--- src/sv/scba_pkg.sv ---
package scba_pkg;

  // fixed field widths
  localparam int unsigned REQ_W    = 32;
  localparam int unsigned ADDR_W   = 16;
  localparam int unsigned STATUS_W = 3;
  localparam int unsigned CLS_W    = 4;
  localparam int unsigned LIMIT_W  = 17;

  // parameter defaults
  localparam int unsigned DEF_ARENA_BYTES  = 65536;
  localparam int unsigned DEF_HEADER_BYTES = 8;
  localparam int unsigned DEF_CLASS_COUNT  = 10;

  // arena limit after reset
  localparam logic [LIMIT_W-1:0] LIMIT_RESET = 17'h10000;

  // request actions
  localparam logic ACT_ALLOC = 1'b0;
  localparam logic ACT_FREE  = 1'b1;

  // result status codes
  localparam logic [STATUS_W-1:0] ST_ALLOC   = 3'd0;
  localparam logic [STATUS_W-1:0] ST_FREED   = 3'd1;
  localparam logic [STATUS_W-1:0] ST_NOSPACE = 3'd2;
  localparam logic [STATUS_W-1:0] ST_LARGE   = 3'd3;
  localparam logic [STATUS_W-1:0] ST_IGNORED = 3'd4;

  // tag layout: class in low bits, live bit, then free list link
  localparam logic [CLS_W-1:0] TAG_CLASS_NONE = 4'hF;
  localparam int unsigned      TAG_LIVE_BIT   = 4;
  localparam int unsigned      TAG_LINK_LSB   = 5;

  // largest user address
  localparam logic [31:0] USER_ADDR_MAX = 32'h0000_FFFF;

  // controller to datapath commands
  typedef struct packed {
    logic load;     // request accepted, capture and read memory
    logic in_exec;  // execute phase in progress
    logic fire;     // execute phase completes, commit and load result
    logic clear;    // tag clearing pass
  } cmd_t;

  // datapath to controller status
  typedef struct packed {
    logic clear_last;
  } sts_t;

endpackage

--- src/sv/scba_ctrl.sv ---
module scba_ctrl (
  input  logic            clk,
  input  logic            rst_n,
  input  logic            in_valid,
  output logic            in_ready,
  output logic            out_valid,
  input  logic            out_ready,
  input  scba_pkg::sts_t  sts,
  output scba_pkg::cmd_t  cmd
);
  import scba_pkg::*;

  localparam logic [1:0] S_CLEAR = 2'd0;
  localparam logic [1:0] S_IDLE  = 2'd1;
  localparam logic [1:0] S_EXEC  = 2'd2;

  logic [1:0] state_r, state_nxt;
  logic       out_valid_r, out_valid_nxt;
  logic       accept;
  logic       fire;

  // handshake decode
  assign in_ready  = (state_r == S_IDLE);
  assign accept    = in_valid && in_ready;
  assign fire      = (state_r == S_EXEC) && (!out_valid_r || out_ready);
  assign out_valid = out_valid_r;

  // commands
  assign cmd.load    = accept;
  assign cmd.in_exec = (state_r == S_EXEC);
  assign cmd.fire    = fire;
  assign cmd.clear   = (state_r == S_CLEAR);

  // next state
  always_comb begin
    state_nxt = state_r;
    unique case (state_r)
      S_CLEAR: if (sts.clear_last) state_nxt = S_IDLE;
      S_IDLE:  if (accept) state_nxt = S_EXEC;
      S_EXEC:  if (fire) state_nxt = S_IDLE;
      default: state_nxt = S_IDLE;
    endcase
  end

  // result slot occupancy
  always_comb begin
    out_valid_nxt = out_valid_r;
    if (fire) begin
      out_valid_nxt = 1'b1;
    end else if (out_ready) begin
      out_valid_nxt = 1'b0;
    end
  end

  always_ff @(posedge clk) begin
    if (!rst_n) begin
      state_r     <= S_CLEAR;
      out_valid_r <= 1'b0;
    end else begin
      state_r     <= state_nxt;
      out_valid_r <= out_valid_nxt;
    end
  end

endmodule

--- config.mk ---
export PLATFORM = sky130hd
export DESIGN_NAME = scba_ctrl
export DESIGN_NICKNAME = d
export VERILOG_FILES = /design/src/sv/scba_pkg.sv /design/src/sv/scba_ctrl.sv
export SDC_FILE = /design/constraint.sdc
export NUM_CORES = 1
export LEC_CHECK = 0
export BUFFER_PORTS_ARGS = -buffer_cell sky130_fd_sc_hd__buf_4
export CORE_AREA = 4 4 41 43
export CTS_CLUSTER_SIZE = 16
export DETAILED_ROUTE_END_ITERATION = 16
export DIE_AREA = 0 0 45 47
export GPL_TIMING_DRIVEN = 0
export PLACE_DENSITY = 0.34
export SYNTH_ARGS = -nofsm -noshare
export SYNTH_HDL_FRONTEND = slang
export SYNTH_SLANG_ARGS = --single-unit
--- constraint.sdc ---
create_clock -name clk -period 1.27 [get_ports clk]
set_clock_uncertainty 0.1 [all_clocks]
set_input_delay 0.127 -clock clk [delete_from_list [all_inputs] [get_ports clk]]
set_output_delay 0.127 -clock clk [all_outputs]
set_load 0.02 [all_outputs]
# Yosys cells after proc, flatten, opt, wreduce, memory -nomap -nowiden
# Cells that the tools add are included.
classes:
  n_lt_le_gt_ge: 0
  bitwise_logic: 0
  reduce_logical: 7
  n_div: 0
  n_mux: 6
  addsub: 0
  n_shift: 0
  multipliers: 0
  eq_ne: 5
ops:
  columns: ["operator", "n"]
  rows:
  - ["2-bit two-way mux", 3]
  - ["2-bit one-hot mux with 3 select lines", 1]
  - ["2-bit by 1-bit inequality test with 1-bit output (second input constant)", 2]
  - ["3-bit AND reduction", 1]
  - ["2-bit by 1-bit equality test with 1-bit output (second input constant)", 1]
  - ["2-bit equality test (second input constant)", 1]
  - ["1-bit logical AND", 2]
  - ["2-bit logical NOT", 1]
  - ["1-bit two-way mux", 2]
  - ["2-bit inequality test (second input constant)", 1]
  - ["2-bit nonzero test", 1]
  - ["1-bit logical NOT", 1]
  - ["1-bit logical OR", 1]
word_totals:
  reg_bits: 3
  ram_bits: 0
  latchBits: 0
  rom_bits: 0
  n_memories: 0
  word_cells: 20
  inputBits: 5
  output_inout_bits: 6

# Depth between registers and ports, before layout
depth:
  word_depth: 5
  depth_mapped: 4
  mapped_depth_nobuf: 3

# Worst setup path after synthesis
# OpenSTA, ideal clock, no wires.
synth_timing:
  kind: "flip-flop to output port"
  from: "register state_r[1]"
  to: "output port cmd[1] (netlist bit)"
  t_arrival_ps: 1019
  t_required_ps: 1043
  path_stages_with_launch: 5
  path_buffers: 1
  setup_slack_ps: 24
  cell_sequence: "dfxtp_1 or2b_1 inv_1 and2_1 buf_4"
synth_rtl:
  columns: ["item", "line", "text"]
  rows:
  - ["start, declared", "scba_ctrl.sv:17", "logic [1:0] state_r, state_nxt;"]
  - ["start signal, assigned", "scba_ctrl.sv:60", "state_r <= state_nxt;"]
  - ["end, declared", "scba_ctrl.sv:9", "output scba_pkg::cmd_t cmd"]

# Worst setup path in the final report
layout_timing:
  from: "register state_r[1]"
  to: "output port cmd[1] (netlist bit)"
layout_between:
  elab_chain_len: 2
layout_rtl:
  columns: ["item", "line", "text"]
  rows:
  - ["2-bit equality test", "scba_ctrl.sv:25", "assign fire = (state_r == S_EXEC) && (!out_valid_r || out_ready);"]
  - ["1-bit logical AND", "scba_ctrl.sv:25", null]
# Every way passes these cells.

==> impl_table.tex <==
\begin{tabular}{lr}
\hline
Metric & Value \\
\hline
\multicolumn{2}{l}{\textbf{Routing}} \\
1st-iter DRT viols & 0 \\
Total vias in the final route & 184 \\
Drt pass-1 iters & 1 \\
Remaining design rule violation count & 0 \\
Avg Vias per Cell & 3.833 \\
Routed wire length & 471 µm \\
Antenna Nets Post-Route & 0 \\
Average detailed-routed wire length per instance & 9.813 µm \\
\multicolumn{2}{l}{\textbf{Worst setup path}} \\
Library cell contributing the largest single delay on the critical path & dfxtp\_2 \\
Number of cells on the critical path & 4 \\
Count of buffering cells on the critical path with inverters included & 2 \\
Critical setup path kind & reg -> out \\
Type of element launching the critical path & flip-flop \\
Critical path arrival & approximately 1.1 ns \\
Kind of end point of the critical path & primary output \\
Biggest fanout along the worst timing path & 4 \\
Critical path data required time & 1.04 ns \\
Top Family by Delay on Critical Path & simple AND/OR/NAND/NOR gates \\
Worst-case reg-to-reg path depth & 4 \\
Worst-path cell chain & or2b\_1 -> inv\_2 -> and2\_4 -> buf\_6 \\
Largest incremental delay on the critical path & 0.33 ns \\
\multicolumn{2}{l}{\textbf{STA}} \\
Number of setup violations in the final report & 3 \\
Crit path setup slack, layout & -0.07266 ns \\
Clock period minus worst slack & 1.343 ns \\
Hold Fails Final Rpt & 0 \\
Final period utilization & 1.057 \\
Max-slew headroom & 0.7835 \\
Number of max-slew violations in the final report & 0 \\
Setup repair after global routing missed its margin & yes \\
F\_max & around 740 MHz \\
Actual slew at the worst max-slew pin & roughly 0.32 ns \\
\multicolumn{2}{l}{\textbf{Floorplanning}} \\
Standard-cell rows & 13 \\
Die X & around 45 µm \\
Core box area & 1301 µm² \\
Vertical die dimension & 47 µm \\
Die outline area & 2115 µm² \\
Top-Level Pins & 11 \\
Initial Util & 0.1308 \\
\multicolumn{2}{l}{\textbf{GRT}} \\
Number of global-route vias before repair & 185 \\
First-pass GRT wire length & 814 µm \\
Number of antenna violations at the first check in global routing & 0 \\
Sum of overflow across all layers after global routing & 0 \\
Largest net degree at the start of global routing & 7 \\
Total routing resource utilization after global routing & 0.05998 \\
\multicolumn{2}{l}{\textbf{Pwr}} \\
Overall power & 0.3536 mW \\
Peak supply drop & about 0.00063 V \\
Ratio of total power to cell area & 1051 nW/µm² \\
Leakage dissipation & between 0.15 and 0.2 nW \\
\multicolumn{2}{l}{\textbf{Cells and area}} \\
Area growth from synthesis to layout & 97.79\% \\
Final net count & 39 \\
Finished Layout Cells & 48 \\
Commonest cells after routing, fill and taps aside & buf\_4 (10), buf\_6 (4), clkbuf\_4 (3), dfxtp\_2 (2) \\
Antenna fix cells & 0 \\
Layout cell share with drive strength beyond 1 & 0.7273 \\
Leading cell type in the layout, fill and taps excluded & buf\_4 \\
\multicolumn{2}{l}{\textbf{Yosys}} \\
Total of warnings raised by yosys & 0 \\
Netlist area before placement & 170.2 µm² \\
Number of register bits inferred by synthesis & 3 \\
Post-Syn Instances & 17 \\
Count of cell types in the netlist & 14 \\
Share of synthesized area occupied by flip-flops and latches & 0.3529 \\
Mean Syn Cell Area & around 10 µm² \\
Number of nets produced by synthesis & 22 \\
\multicolumn{2}{l}{\textbf{Clock tree}} \\
Number of buffers added by the clock tree synthesis step & 3 \\
Insertion delay of the later-clocked pin in the worst-skew pair & 0.23 ns \\
CTS hold repair buffers & 0 \\
Clock tree from TritonCTS & yes \\
Clock input transition at the sequential cells of the worst setup and hold paths & 0.03 ns \\
Clock Sinks & 3 \\
Maximum buffer depth of the clock tree & 2 \\
Number of H-tree branching levels & 1 \\
Clock Root Buffer & clkbuf\_4 \\
\multicolumn{2}{l}{\textbf{Placed design}} \\
Gpl congestion & 0.6522 \\
Count of placed standard cells including taps & 42 \\
Port Buf Inserts & 10 \\
\multicolumn{2}{l}{\textbf{Run}} \\
MaxCap Viol Count & 0 \\
\multicolumn{2}{l}{\textbf{Outcome}} \\
Violated checks & negative setup slack \\
Status & finished with violations \\
\multicolumn{2}{l}{\textbf{Min path}} \\
Path type of the worst min-delay path & in -> reg \\
Worst hold path depth & 2 \\
\hline
\end{tabular}
-- report_power, final --
group / switching [mW] / internal, mW / total (mW)
clock network: 0.0461 / 0.117 / 0.164
registers: 0.00614 / 0.101 / 0.107
logic: 0.0337 / 0.0494 / 0.0831
-- logic make-up (layout without fill, tap and decap cells) --
group	count (synthesis)	in the layout	synth area share
buffers and inverters	3	19	0.1102
AND/OR/NAND/NOR	9	9	0.4485
flip-flops	3	3	0.3530
AO/OA/AOI/OAI	2	2	0.08827
-- final cells by class --
class / count / area [µm²]
Sequential cell: 3 / 62.56
Tap cell: 15 / 18.77
Timing Repair Buffer: 14 / 120.1
Inverter: 1 / 3.754
Fill cell: 148 / 964.7
Multi-Input combinational cell: 11 / 105.1
Clock buffer: 4 / 26.28
-- timing repair --
action	CTS	global route
hold endpoints to repair	0	0
gates resized for setup	6	4
setup endpoints to repair	3	5
setup buffers	4	0
pin swaps	1	0
-- registers in the layout (all words and copies together), names as in the netlist --
signal,count
state_r,2
out_valid,1
-- through the flow --
step                      worst slack (ns)  hold slack (ns)  setup TNS (ns)  instance area (µm²)  utilization
final                             -0.07266          0.02484         -0.1419                336.6       0.2587
after global routing               -0.1535         0.006866         -0.3837                336.6       0.2587
after global placement            0.002640           0.2506               0                264.0       0.2029
after detailed placement         -0.007752           0.2618       -0.007752                264.0       0.2029
after CTS                         -0.08451          0.01767         -0.1780                321.6       0.2471
after floorplan                    0.02404           0.1446               0                170.2            -
-- routing by layer --
metal / track usage / wire length, µm / vias to the layer above
met1: 0.05669 / 181 / 87
li1: - / - / 87
met4: 0.01754 / 0 / 0
met3: 0.06897 / 71 / 0
met2: 0.08475 / 218 / 10
met5: 0 / 0 / -
-- cell usage after synthesis --
master | number | area (µm²)
nor4b_2 | 1 | 15.01
and2_1 | 1 | 6.260
and4bb_1 | 1 | 12.51
buf_4 | 2 | 15.01
nor3_1 | 1 | 5.000
inv_1 | 1 | 3.750
dfxtp_1 | 3 | 60.06
a21boi_0 | 1 | 7.510
and2b_1 | 1 | 7.510
nor2_1 | 1 | 3.750
or2b_1 | 1 | 7.510
nand2b_1 | 1 | 6.260
o21a_1 | 1 | 7.510
and3b_4 | 1 | 12.51
-- worst paths after layout --
| check | from | slack, ns | to |
|---|---|---|---|
| max | state_r[1] | -0.07 | cmd[1] |
| min | rst_n | 0.02 | state_r[1] |
| min reg2reg | out_valid | 0.44 | out_valid |
| max reg2reg | state_r[1] | 0.06 | state_r[0] |
-- worst reg2reg max path: stages, from the launching register on --
cell and delay (ns):
dfxtp_2 0.33, buf_4 0.11, and3b_4 0.19, buf_4 0.14, nor4b_4 0.24
Power figures use the tool's default switching activity.
